$ cat config.mk
export PLATFORM = sky130hd
export DESIGN_NAME = ptc_cell
export DESIGN_NICKNAME = d
export VERILOG_FILES = /design/src/design/ptc_pkg.sv /design/src/design/ptc_cell.sv
export SDC_FILE = /design/constraint.sdc
export NUM_CORES = 1
export LEC_CHECK = 0
export BUFFER_PORTS_ARGS = -buffer_cell sky130_fd_sc_hd__buf_2
export CAP_MARGIN = 10
export CELL_PAD_IN_SITES_DETAIL_PLACEMENT = 2
export CELL_PAD_IN_SITES_GLOBAL_PLACEMENT = 2
export CORE_UTILIZATION = 26
export CTS_CLUSTER_DIAMETER = 200
export CTS_CLUSTER_SIZE = 20
export DETAILED_ROUTE_END_ITERATION = 8
export PLACE_DENSITY = 0.75
export SYNTH_ARGS = -nofsm -noshare
export SYNTH_HDL_FRONTEND = slang
export SYNTH_SLANG_ARGS = --single-unit
$ cat constraint.sdc
create_clock -name clk -period 1.93 [get_ports clk]
set_clock_uncertainty 0.05 [all_clocks]
set_input_delay 0.4825 -clock clk [delete_from_list [all_inputs] [get_ports clk]]
set_output_delay 0.4825 -clock clk [all_outputs]
set_load 0.01 [all_outputs]
$ cat src/design/ptc_pkg.sv
// Package: constants, types and codes of the preamble timing correlator.
package ptc_pkg;

  localparam int WINDOW_LEN  = 64;
  localparam int SAMPLE_BITS = 12;
  localparam int LOG_N       = $clog2(WINDOW_LEN);
  localparam int LAG_W       = $clog2(WINDOW_LEN + 1);
  localparam int PROD_W      = 2 * SAMPLE_BITS + 1;
  localparam int ACC_RAW     = PROD_W + LOG_N + 1;
  localparam int ACC_W       = (ACC_RAW > 33) ? ACC_RAW : 33;
  localparam int POW_W       = 63;
  localparam int POS_W       = 17;
  localparam int SLOT_W      = 6;
  localparam int START_W     = 16;
  localparam int THR_W       = 8;
  localparam int CFG_IDX_W   = 1;

  typedef enum logic [1:0] {
    ACT_LOAD    = 2'd0,
    ACT_RX      = 2'd1,
    ACT_RESTART = 2'd2
  } action_t;

  typedef enum logic [CFG_IDX_W-1:0] {
    CFG_SEARCH_START   = 1'd0,
    CFG_PEAK_THRESHOLD = 1'd1
  } cfg_index_t;

  typedef enum logic [2:0] {
    ST_IDLE,
    ST_MAC,
    ST_DRAIN,
    ST_SAT,
    ST_SQ,
    ST_MAG,
    ST_THR,
    ST_OUT
  } state_t;

  typedef struct packed {
    logic signed [SAMPLE_BITS-1:0] re;
    logic signed [SAMPLE_BITS-1:0] im;
  } sample_t;

  // moves shared by every cell of the chain
  typedef struct packed {
    logic shift;
    logic rotate;
  } cell_ctl_t;

endpackage

$ cat src/design/ptc_cell.sv
// One cell of the chain: a preamble sample and a window sample.
module ptc_cell (
  input  logic                clk,
  input  ptc_pkg::cell_ctl_t  ctl,
  input  logic                load,
  input  ptc_pkg::sample_t    load_data,
  input  ptc_pkg::sample_t    nbr_win,
  input  ptc_pkg::sample_t    nbr_pre,
  output ptc_pkg::sample_t    win,
  output ptc_pkg::sample_t    pre
);

  always_ff @(posedge clk) begin
    if (ctl.rotate) begin
      win <= nbr_win;
      pre <= nbr_pre;
    end else begin
      if (ctl.shift) begin
        win <= nbr_win;
      end
      if (load) begin
        pre <= load_data;
      end
    end
  end

endmodule

# Yosys cells after proc, flatten, opt, wreduce, memory -nomap -nowiden
# Index checks and enable logic that the tools add are counted.
# word_totals
regBits	48
in_bits	76
output_inout_bits	48
wordCells	10
# op_classes
n_mux	4
n_reduce_logical	2
# ops
op	n
2-to-1 mux 24 bit	4
nonzero test 2 bit	2

# Depth between registers and ports, before layout
# depth
depth_word	2
mapped_depth	3
depth_no_buf	1

# Worst setup path after synthesis
# No wires, ideal clock.
# synth_path
path_type	input to register
startpoint	input ctl[0] in the netlist's numbering
endpoint	register pre[0] in the netlist's numbering, enable pin
setup_time_ns	0.310
arrival_ns	1.214
t_required_ns	1.570
slack_ns	0.355
path_stages	3
path_buffers	2
cell_sequence	buf_6 -> buf_12 -> or2_2
# synth_between
elab_chain_len	1
# synth_lines
item	line	text
start, declared	ptc_cell.sv:4	input ptc_pkg::cell_ctl_t ctl,
nonzero test 2 bit (no line)	--	
end signal, assigned	ptc_cell.sv:16	pre <= nbr_pre;
end signal, assigned	ptc_cell.sv:22	pre <= load_data;
end, declared	ptc_cell.sv:10	output ptc_pkg::sample_t pre
# No other way between the ends.
# A chain may end at the register's enable or synchronous reset.

# Worst setup path in the final report
# layout_path
startpoint	register pre[8] in the netlist's numbering
endpoint	output pre[8] in the netlist's numbering
# No word-level cell between the ends.

==> results.yml <==
outcome:
  status: "finished clean"
final_layout:
  layout_commonest_cell: "buf_2"
  drive_above_1_share_pct: 76.3
  nNetsFinal: 282
  area_delta_synth_final_pct: 43.8
  layout_common_cells: "buf_2, edfxtp_1, mux2_4"
  antennaDiodeCount: 0
  fin_area_um2: 2650
  layoutNonFillerInstCount: 303
sta:
  fmax_mhz: 721
  hold_viol: 0
  post-route-period-util_pct: 71.8
  rsz0062_at_grt: "no"
  fin_ws_ns: 0.544
  tns_ns: 0
  finalCriticalPeriod_ns: 1.39
  setup_viol_count_final: 0
  max_slew_margin_pct: 61.6
  drv_slew: 0
  tightest_slew_ns: 0.576
setup_path:
  cp_cell_sequence: "buf_2"
  cp_slowest_stage_delay_ns: 0.40
  crit_cells: 1
  slowest_stage: "edfxtp_1"
  required_ns: 1.40
  critical_path_arrival_ns: 0.85
  cp_max_fo: 1
  crit_type: "register to output port"
  crit_family: "flip-flops"
  path_buf_inv: 1
  cp-end-kind: "output port"
  start_kind: "register"
route:
  dr.first_iter.drc_count: 49
  drt_wl_total_um: 5010
  wl_per_cell_um: 16.5
  routed_via_density: 4.10
  firstDrtPassIters: 4
  drcViolationCount: 0
  num_vias: 1243
  postRouteAntennaNets: 0
floorplan:
  row_count: 30
  ioPinCount: 124
  core_um2: 6830
  die_w_um: 86.2
  start_util_pct: 27.0
  die-area_um2: 7430
  die_h_um: 86.2
grt:
  grt_pass1_wl_um: 7370
  grt_pass1_vias: 1377
  globalRouteTotalUtil_pct: 13.7
  antenna_found_initial: 0
  grt_max_degree: 25
  overflow: 0
clock_tree:
  clk_pin_slew_ns: 0.09
  htree_num_levels: 2
  clock-root-buffer: "clkbuf_8"
  tritoncts: "done"
  clkSinkCount: 48
  hold_buffers: 0
  postCtsResizedCells: 0
  cts_setup_buffers: 0
  clock_path_buffers: 2
  cts_made_buffers: 5
placement:
  hpwl_um: 4080
  io_buffers: 123
  globalplace.congestion: 0.719
  postPlaceCellArea_um2: 2540
  dp_slack_ns: 0.208
  dpl.cell_count: 295
logic_synthesis:
  ys_seq_area_share_pct: 78.2
  synth_xor_area_share_pct: 0
  avgSynthCellArea_um2: 23.9
  synth_nets: 153
  ys_ff_latch: 48
  syn_area_um2: 1840
  synth_top_family_by_area: "multiplexers"
  synthAdderAreaFrac_pct: 0
  synth.distinct_cells: 6
  synth_compound_area_share_pct: 0
  muxShareOfSynthArea_pct: 18.3
  yosysWarnings: 0
  synth_cells: 77
  synth-simple-area-share_pct: 0.679
hold_path:
  whs_path_depth: 1
  hold_start: "nbr_win[23]"
  worst_hold_path_type: "primary input to register"
  worst_hold_path.endpoint: "win[23]"
power_and_ir_drop:
  power.switching_uw: 518
  power_leakage_uw: 0.00121
  pwr-share-clk_pct: 30.3
  max-vdd-ir-drop_mv: 0.332
  intPower_uw: 1830
  total_power_uw: 2340
  seq_power_share_pct: 55.2
  powerDensity_nw_per_um2: 884
  swShare_pct: 22.1
  pwr-share-comb_pct: 14.5
run:
  cap_violations: 0
-- registers in the layout, summed over array words and instances, names as in the netlist --
| signal | cells |
|---|---|
| win | 24 |
| pre | 24 |
-- synthesized netlist by cell type (all sizes together) --
master / instances / area [um2]
buf: 3 / 51.3
mux2: 24 / 338
edfxtp: 48 / 1440
or2: 2 / 12.5
-- routing by layer --
metal | part of all wire, % | global-route usage [%]
met1 | 40 | 15.6
met2 | 48 | 24.4
met3 | 10 | 4.76
met4 | 1.4 | 4.09
met5 | 0 | 0
-- logic make-up (layout without fill, tap and decap cells) --
logic type / after synthesis / count (layout)
flip-flops: 48 / 48
multiplexers: 24 / 24
buffers and inverters: 3 / 133
AND/OR/NAND/NOR: 2 / 2
-- power by group through the flow --
stage | sequential, uW | combinational, uW | clock (uW)
6_report | 1290 | 340 | 710
5_1_grt | 1310 | 366 | 765
4_1_cts | 1300 | 348 | 734
3_5_place_dp | 1320 | 346 | 0
3_3_place_gp | 1310 | 333 | 0
2_1_floorplan | 1370 | 95.5 | 0
-- how the worst max path moves through the flow --
| stage | startpoint | slack (ns) | endpoint |
|---|---|---|---|
| 2_1_floorplan | ctl[0] | 0.36 | pre[0] |
| 3_3_place_gp | ctl[0] | 0.24 | pre[4] |
| 3_5_place_dp | ctl[0] | 0.21 | pre[3] |
| 4_1_cts | win[7] | 0.52 | win[7] |
| 5_1_grt | pre[8] | 0.49 | pre[8] |
| 6_report | pre[8] | 0.54 | pre[8] |
-- stage by stage --
step	util (%)	hold WS, ns
floorplan	-	0.531
global placement	37.2	0.609
detailed placement	37.2	0.611
CTS	38.8	0.296
global route	38.8	0.290
finish	38.8	0.304
-- final cells by class --
class / instances / area (um2)
Clock buffer: 6 / 72.6
Clock inverter: 2 / 35.0
Fill cell: 719 / 4180
Multi-Input combinational cell: 26 / 350
Sequential cell: 48 / 1440
Tap cell: 96 / 120
Timing Repair Buffer: 125 / 631
(Power assumes the default switching activity.)
