### config.mk
export PLATFORM = sky130hd
export DESIGN_NAME = ptc_mac
export DESIGN_NICKNAME = d
export VERILOG_FILES = /design/src/design/ptc_pkg.sv /design/src/design/ptc_mac.sv
export SDC_FILE = /design/constraint.sdc
export NUM_CORES = 2
export LEC_CHECK = 0
export BUFFER_PORTS_ARGS = -buffer_cell sky130_fd_sc_hd__buf_2
export CAP_MARGIN = 10
export CORE_MARGIN = 2
export CORE_UTILIZATION = 52
export DETAILED_ROUTE_END_ITERATION = 12
export GPL_TIMING_DRIVEN = 0
export PLACE_DENSITY = 0.69
export SETUP_SLACK_MARGIN = 0.2
export SYNTH_ARGS = -nofsm -noshare
export SYNTH_HDL_FRONTEND = slang
export SYNTH_SLANG_ARGS = --single-unit
### constraint.sdc
create_clock -name clk -period 22.3 [get_ports clk]
set_clock_uncertainty 0.1 [all_clocks]
set_input_delay 4.46 -clock clk [delete_from_list [all_inputs] [get_ports clk]]
set_output_delay 4.46 -clock clk [all_outputs]
set_load 0.005 [all_outputs]
### src/design/ptc_pkg.sv
// Package: constants, types and codes of the preamble timing correlator.
package ptc_pkg;

  localparam int WINDOW_LEN  = 64;
  localparam int SAMPLE_BITS = 12;
  localparam int LOG_N       = $clog2(WINDOW_LEN);
  localparam int LAG_W       = $clog2(WINDOW_LEN + 1);
  localparam int PROD_W      = 2 * SAMPLE_BITS + 1;
  localparam int ACC_RAW     = PROD_W + LOG_N + 1;
  localparam int ACC_W       = (ACC_RAW > 33) ? ACC_RAW : 33;
  localparam int POW_W       = 63;
  localparam int POS_W       = 17;
  localparam int SLOT_W      = 6;
  localparam int START_W     = 16;
  localparam int THR_W       = 8;
  localparam int CFG_IDX_W   = 1;

  typedef enum logic [1:0] {
    ACT_LOAD    = 2'd0,
    ACT_RX      = 2'd1,
    ACT_RESTART = 2'd2
  } action_t;

  typedef enum logic [CFG_IDX_W-1:0] {
    CFG_SEARCH_START   = 1'd0,
    CFG_PEAK_THRESHOLD = 1'd1
  } cfg_index_t;

  typedef enum logic [2:0] {
    ST_IDLE,
    ST_MAC,
    ST_DRAIN,
    ST_SAT,
    ST_SQ,
    ST_MAG,
    ST_THR,
    ST_OUT
  } state_t;

  typedef struct packed {
    logic signed [SAMPLE_BITS-1:0] re;
    logic signed [SAMPLE_BITS-1:0] im;
  } sample_t;

  // moves shared by every cell of the chain
  typedef struct packed {
    logic shift;
    logic rotate;
  } cell_ctl_t;

endpackage

### src/design/ptc_mac.sv
// Complex multiply by conjugate and accumulate, one product per cycle while valid is high.
module ptc_mac (
  input  logic                                 clk,
  input  logic                                 clear,
  input  logic                                 valid,
  input  ptc_pkg::sample_t                     pre,
  input  ptc_pkg::sample_t                     win,
  output logic signed [ptc_pkg::ACC_W-1:0]     acc_re,
  output logic signed [ptc_pkg::ACC_W-1:0]     acc_im
);

  logic signed [ptc_pkg::PROD_W-1:0] a, b, c, d;
  logic signed [ptc_pkg::PROD_W-1:0] prod_re, prod_im;
  logic                              prod_valid;

  assign a = ptc_pkg::PROD_W'(pre.re);
  assign b = ptc_pkg::PROD_W'(pre.im);
  assign c = ptc_pkg::PROD_W'(win.re);
  assign d = ptc_pkg::PROD_W'(win.im);

  always_ff @(posedge clk) begin
    prod_re <= a * c + b * d;
    prod_im <= b * c - a * d;
    if (clear) begin
      prod_valid <= 1'b0;
      acc_re     <= '0;
      acc_im     <= '0;
    end else begin
      prod_valid <= valid;
      if (prod_valid) begin
        acc_re <= acc_re + ptc_pkg::ACC_W'(prod_re);
        acc_im <= acc_im + ptc_pkg::ACC_W'(prod_im);
      end
    end
  end

endmodule

# After elaboration in Yosys (flattened, before gate mapping)
# Index checks and enable logic that the tools add are counted.
[totals] ff_bits=117 latch_bits=0 mem_bits_rw=0 mem_bits_ro=0 in_bits=51 output_inout_bits=66 word_cells=13 mem_count=0
[op_classes] add_sub_neg=4 mul=4 n_div=0 magnitude_cmp=0 eq_ne=0 shift=0 muxes=0 n_bitwise=0 reduce_logical=0
[op_table] operator="12-bit by 12-bit multiplier with 24-bit output" n=4
[op_table] operator="33-bit by 25-bit adder with 33-bit output" n=2
[op_table] operator="24-bit by 24-bit adder with 25-bit output" n=1
[op_table] operator="24-bit by 24-bit subtractor with 25-bit output" n=1

# Logic depth before layout (Yosys ltp)
[logic_depth] ltp_word=2 ltp_mapped=27 mapped_depth_nobuf=26

# Worst setup path before layout
# No wires, ideal clock.
[synth_path] kind="input to register" start="in pre[7] in the netlist's numbering" end="reg prod_re[24] in the netlist's numbering" setup_time_ns=0.072 arrival_ns=10.779 required_time_ns=22.128 path_slack_ns=11.349 stages=25 path_cell_list="clkbuf_1 nand2_1 fa_1 inv_1 fa_1 inv_1 fa_1 inv_1 fa_1 fa_1 fa_1 inv_1 fa_1 inv_1 ha_1 a21o_1 a21o_1 a21o_1 a22o_1 a31o_2 o41ai_1 o211ai_1 a31o_2 a21oi_1 xnor2_1"
[synth_between] elab_chain_len=2
[synth_lines] item="from (decl)" line="ptc_mac.sv:6" rtl="input ptc_pkg::sample_t pre,"
[synth_lines] item="12-bit by 12-bit multiplier with 24-bit output" line="ptc_mac.sv:22" rtl="prod_re <= a * c + b * d;"
[synth_lines] item="24-bit by 24-bit adder with 25-bit output" line="ptc_mac.sv:22"
[synth_lines] item="to (signal assigned)" line="ptc_mac.sv:22"
[synth_lines] item="to (decl)" line="ptc_mac.sv:13" rtl="logic signed [ptc_pkg::PROD_W-1:0] prod_re, prod_im;"
# Every way passes these cells.
# A chain may end at the register's enable or synchronous reset.

# Worst setup path in the final report
[layout_path] start="in win[12] in the netlist's numbering" end="reg prod_re[24] in the netlist's numbering"
[layout_between] elab_chain_len=2
[layout_lines] item="from (decl)" line="ptc_mac.sv:7" rtl="input ptc_pkg::sample_t win,"
[layout_lines] item="12-bit by 12-bit multiplier with 24-bit output" line="ptc_mac.sv:22"
[layout_lines] item="24-bit by 24-bit adder with 25-bit output" line="ptc_mac.sv:22"
# Every way passes these cells.

==> run_results.csv <==
group,metric,value,unit
setup_path,endpoint,"prod_re[24]$_DFF_P_",
setup_path,worst_path_largest_cell_delay,740,ps
global_route,grt_pass1_wl,124700,µm
timing,finalHoldViolations,0,
setup_path,cp_slowest_cell,"clkbuf_1",
global_route,grt_max_degree,17,
timing,rsz0062_at_grt,"false",
logic_synthesis,synthArstFlopShare,0,%
logic_synthesis,yosysUniqueCellTypes,60,
logic_synthesis,synth_area,29390,µm²
setup_path,regToRegStartpoint,"acc_im[0]$_SDFFE_PP0P_",
job,maxCapViolCount,0,
clock_network,insertion_delay,420,ps
floorplanning,coreArea,56170,µm²
timing,drv_slew,0,
clock_network,hold_buffers,0,
floorplanning,boundaryPins,117,
setup_path,r2r_cells,13,
timing,fmax,0.08092,GHz
drt,wirelength,77210,µm
logic_synthesis,yosysSeqAreaShare,7.969,%
clock_network,numCtsBuffers,17,
setup_path,startpoint,"win[12]",
timing,worst_slew_pin_slew,966.1,ps
clock_network,cts_tree,"done",
logic_synthesis,synth-seq-cells,117,
setup_path,setup.worst_path.class,"in2reg",
global_route,grt_use_total,27.73,%
placement,gp_congestion,0.9936,
clock_network,cts.sinks,117,
setup_path,r2r_slack,18650,ps
timing,setup_tns,0,ps
clock_network,cts_max_level,4,
cells_and_area,multiInputGateArea,23870,µm²
clock_network,cts_max_path_buffers,2,
floorplanning,rows,87,
setup_path,crit_top_cell,"fa_1",
clock_network,cts_root_buffer,"clkbuf_16",
logic_synthesis,synth_fp_nets,4122,
timing,slew_headroom,35.59,%
logic_synthesis,syn_area_per_cell,9.289,µm²
global_route,antenna_found_initial,7,
drt,drtAntennaViolNets,0,
drt,drtIter0Drc,1544,
global_route,grt_overflow,0,
setup_path,cp.required,22450,ps
setup_path,arrival,12500,ps
drt,wl_per_cell,18.97,µm
cells_and_area,synthToLayoutAreaGrowth,7.135,%
hold_path,hold_path_depth,2,
logic_synthesis,ys.flop_type,"dfxtp_1",
clock_network,ctsResizeCount,0,
logic_synthesis,synth_edf_count,0,
drt,vias,21680,
floorplanning,die_w,241.7,µm
hold_path,holdCritPathClass,"reg2reg",
setup_path,worst_r2r_endpoint,"acc_im[32]$_SDFFE_PP0P_",
setup_path,start_kind,"input pin",
timing,setup_viol,0,
placement,hpwl,64240,µm
timing,layout_min_cycle_time,12360,ps
setup_path,critical_path.endpoint_type,"flip-flop",
clock_network,postCtsSetupRepairBufs,0,
placement,numPortBuffers,115,
logic_synthesis,ys_warn_count,0,
cells_and_area,seq_area,2342,µm²
drt,viasPerCell,5.329,
cells_and_area,fill_cells,5138,
logic_synthesis,synthCells,3164,
drt,drc_errors,0,
setup_path,critical_path.cell_chain,"buf_2 -> clkbuf_1 -> nand2_1 -> fa_1 -> fa_1 -> fa_1 -> fa_1 -> inv_1 -> fa_1 -> fa_1 -> inv_1 -> fa_1 -> inv_1 -> ha_1 -> a21o_1 -> a21o_1 -> a21o_1 -> a22o_1 -> a31o_2 -> o41ai_1 -> o211ai_1 -> a31o_2 -> a21oi_1 -> xnor2_1",
outcome,status,"finished clean",
drt,drtPass1Iterations,6,
cells_and_area,nets,4256,
timing,fin_crit_sh,55.42,%
floorplanning,die_area,58440,µm²
global_route,grt_pass1_vias,22800,
floorplanning,die_h,241.7,µm
setup_path,crit_path_max_fanout,10,
cells_and_area,drive_gt1_share,4.775,%
clock_network,cts.clk_slew.worst_paths,60,ps
floorplanning,start_util,52.33,%
how the worst min path moves through the flow:
stage / start / endpoint / slack [ps]
2_1_floorplan: acc_im[22]$_SDFFE_PP0P_ / acc_im[22]$_SDFFE_PP0P_ / 380
5_1_grt: acc_re[30]$_SDFFE_PP0P_ / acc_re[30]$_SDFFE_PP0P_ / 420
3_5_place_dp: acc_im[28]$_SDFFE_PP0P_ / acc_im[28]$_SDFFE_PP0P_ / 380
3_3_place_gp: acc_im[22]$_SDFFE_PP0P_ / acc_im[22]$_SDFFE_PP0P_ / 380
4_1_cts: acc_im[28]$_SDFFE_PP0P_ / acc_im[28]$_SDFFE_PP0P_ / 390
6_report: acc_im[28]$_SDFFE_PP0P_ / acc_im[28]$_SDFFE_PP0P_ / 390
logic make-up (layout without fill, tap and decap cells):
family | after synthesis | in the layout | share of synthesized area [%]
AOI/OAI and AO/OA | 266 | 266 | 5.964
xor gates and xnor gates | 122 | 122 | 3.636
adders and majority gates | 907 | 907 | 55.29
buffers and inverters | 846 | 991 | 10.80
DFF | 117 | 117 | 7.969
muxes | 46 | 46 | 1.571
other | 0 | 4 | 0
and+or+nand+nor | 860 | 860 | 14.76
sequential cells by signal (all words and copies together) (netlist names):
| signal | flops |
|---|---|
| prod_im | 25 |
| prod_re | 25 |
| prod_valid | 1 |
| acc_re | 33 |
| acc_im | 33 |
routing by layer:
metal / global-route usage, % / wire length, µm
met2: 45.55 / 36230
met3: 4.961 / 7200
met5: 0 / 40
met1: 37.40 / 30990
met4: 8.896 / 2738
stage by stage:
step | cell area (µm²) | instances | hold WS (ps) | setup WS, ps | utilization (%)
floorplan | 29390 | 3164 | 379.2 | 11350 | -
global placement | 30910 | 4035 | 377.7 | 9756 | 55.03
detailed placement | 30910 | 4035 | 383.3 | 9728 | 55.03
CTS | 31480 | 4065 | 393.9 | 10170 | 56.04
global route | 31480 | 4065 | 423.4 | 9640 | 56.04
finish | 31490 | 4069 | 390.3 | 9942 | 56.06
cell usage in the layout (no fill, tap or decap), types with 11 or more instances in the layout:
cell,instances
o21bai_1,12
nand2b_1,42
xor2_1,35
fa_1,653
ha_1,254
a31oi_1,12
nand2_1,282
and2_1,289
clkbuf_1,110
a21oi_1,71
a211oi_1,15
mux2i_1,45
buf_2,115
clkbuf_16,17
xnor2_1,87
nor2b_1,14
o211ai_1,11
nor2_1,140
o21a_1,11
a21o_1,38
o21ai_0,41
inv_1,727
dfxtp_1,117
nor3_1,21
nand3_1,17
cell type report:
cell class	instances	area share [%]
Buffer	118	1.407
Inverter	728	8.678
Sequential cell	117	7.439
Timing Repair Buffer	115	1.828
Clock inverter	9	0.3338
Antenna cell	4	0.03179
Tap cell	756	3.004
Multi-Input combinational cell	2201	75.82
Clock buffer	21	1.462
synth_stat cells (all sizes together), types with 3 or more instances:
master / count / area share (%)
inv: 727 / 9.3
mux2i: 45 / 1.5
nor2b: 14 / 0.30
a211oi: 15 / 0.38
clkbuf: 108 / 1.4
buf: 10 / 0.13
a31o: 4 / 0.12
o31a: 5 / 0.15
nand3: 17 / 0.29
a21o: 38 / 0.97
nand4b: 4 / 0.12
o211a: 5 / 0.17
and2: 289 / 6.2
nand2b: 42 / 0.89
and3: 4 / 0.085
nor4b: 4 / 0.12
o21ai: 41 / 0.70
nand4: 6 / 0.13
o21a: 11 / 0.28
o41ai: 3 / 0.089
a221oi: 4 / 0.12
xor2: 35 / 1.0
o21bai: 12 / 0.31
nor3b: 4 / 0.10
a31oi: 12 / 0.26
ha: 254 / 11
or2: 7 / 0.15
fa: 653 / 44
xnor2: 87 / 2.6
nand2: 282 / 3.6
o211ai: 12 / 0.32
dfxtp: 117 / 8.0
nor3: 21 / 0.36
a211o: 4 / 0.12
o22ai: 8 / 0.17
a21oi: 71 / 1.2
and4: 4 / 0.12
or3: 9 / 0.21
nor2: 140 / 1.8
nand3b: 7 / 0.18
o31ai: 7 / 0.18
critical path, delay by kind of cell:
family | cells | cell delay [ps]
xor gates and xnor gates | 1 | 360
buffers and inverters | 5 | 1080
adders and majority gates | 8 | 3900
and+or+nand+nor | 1 | 190
AOI/OAI and AO/OA | 9 | 2500
Power is not shown: default switching activity piles up to over one toggle a cycle in this logic, so the estimate is an artifact.
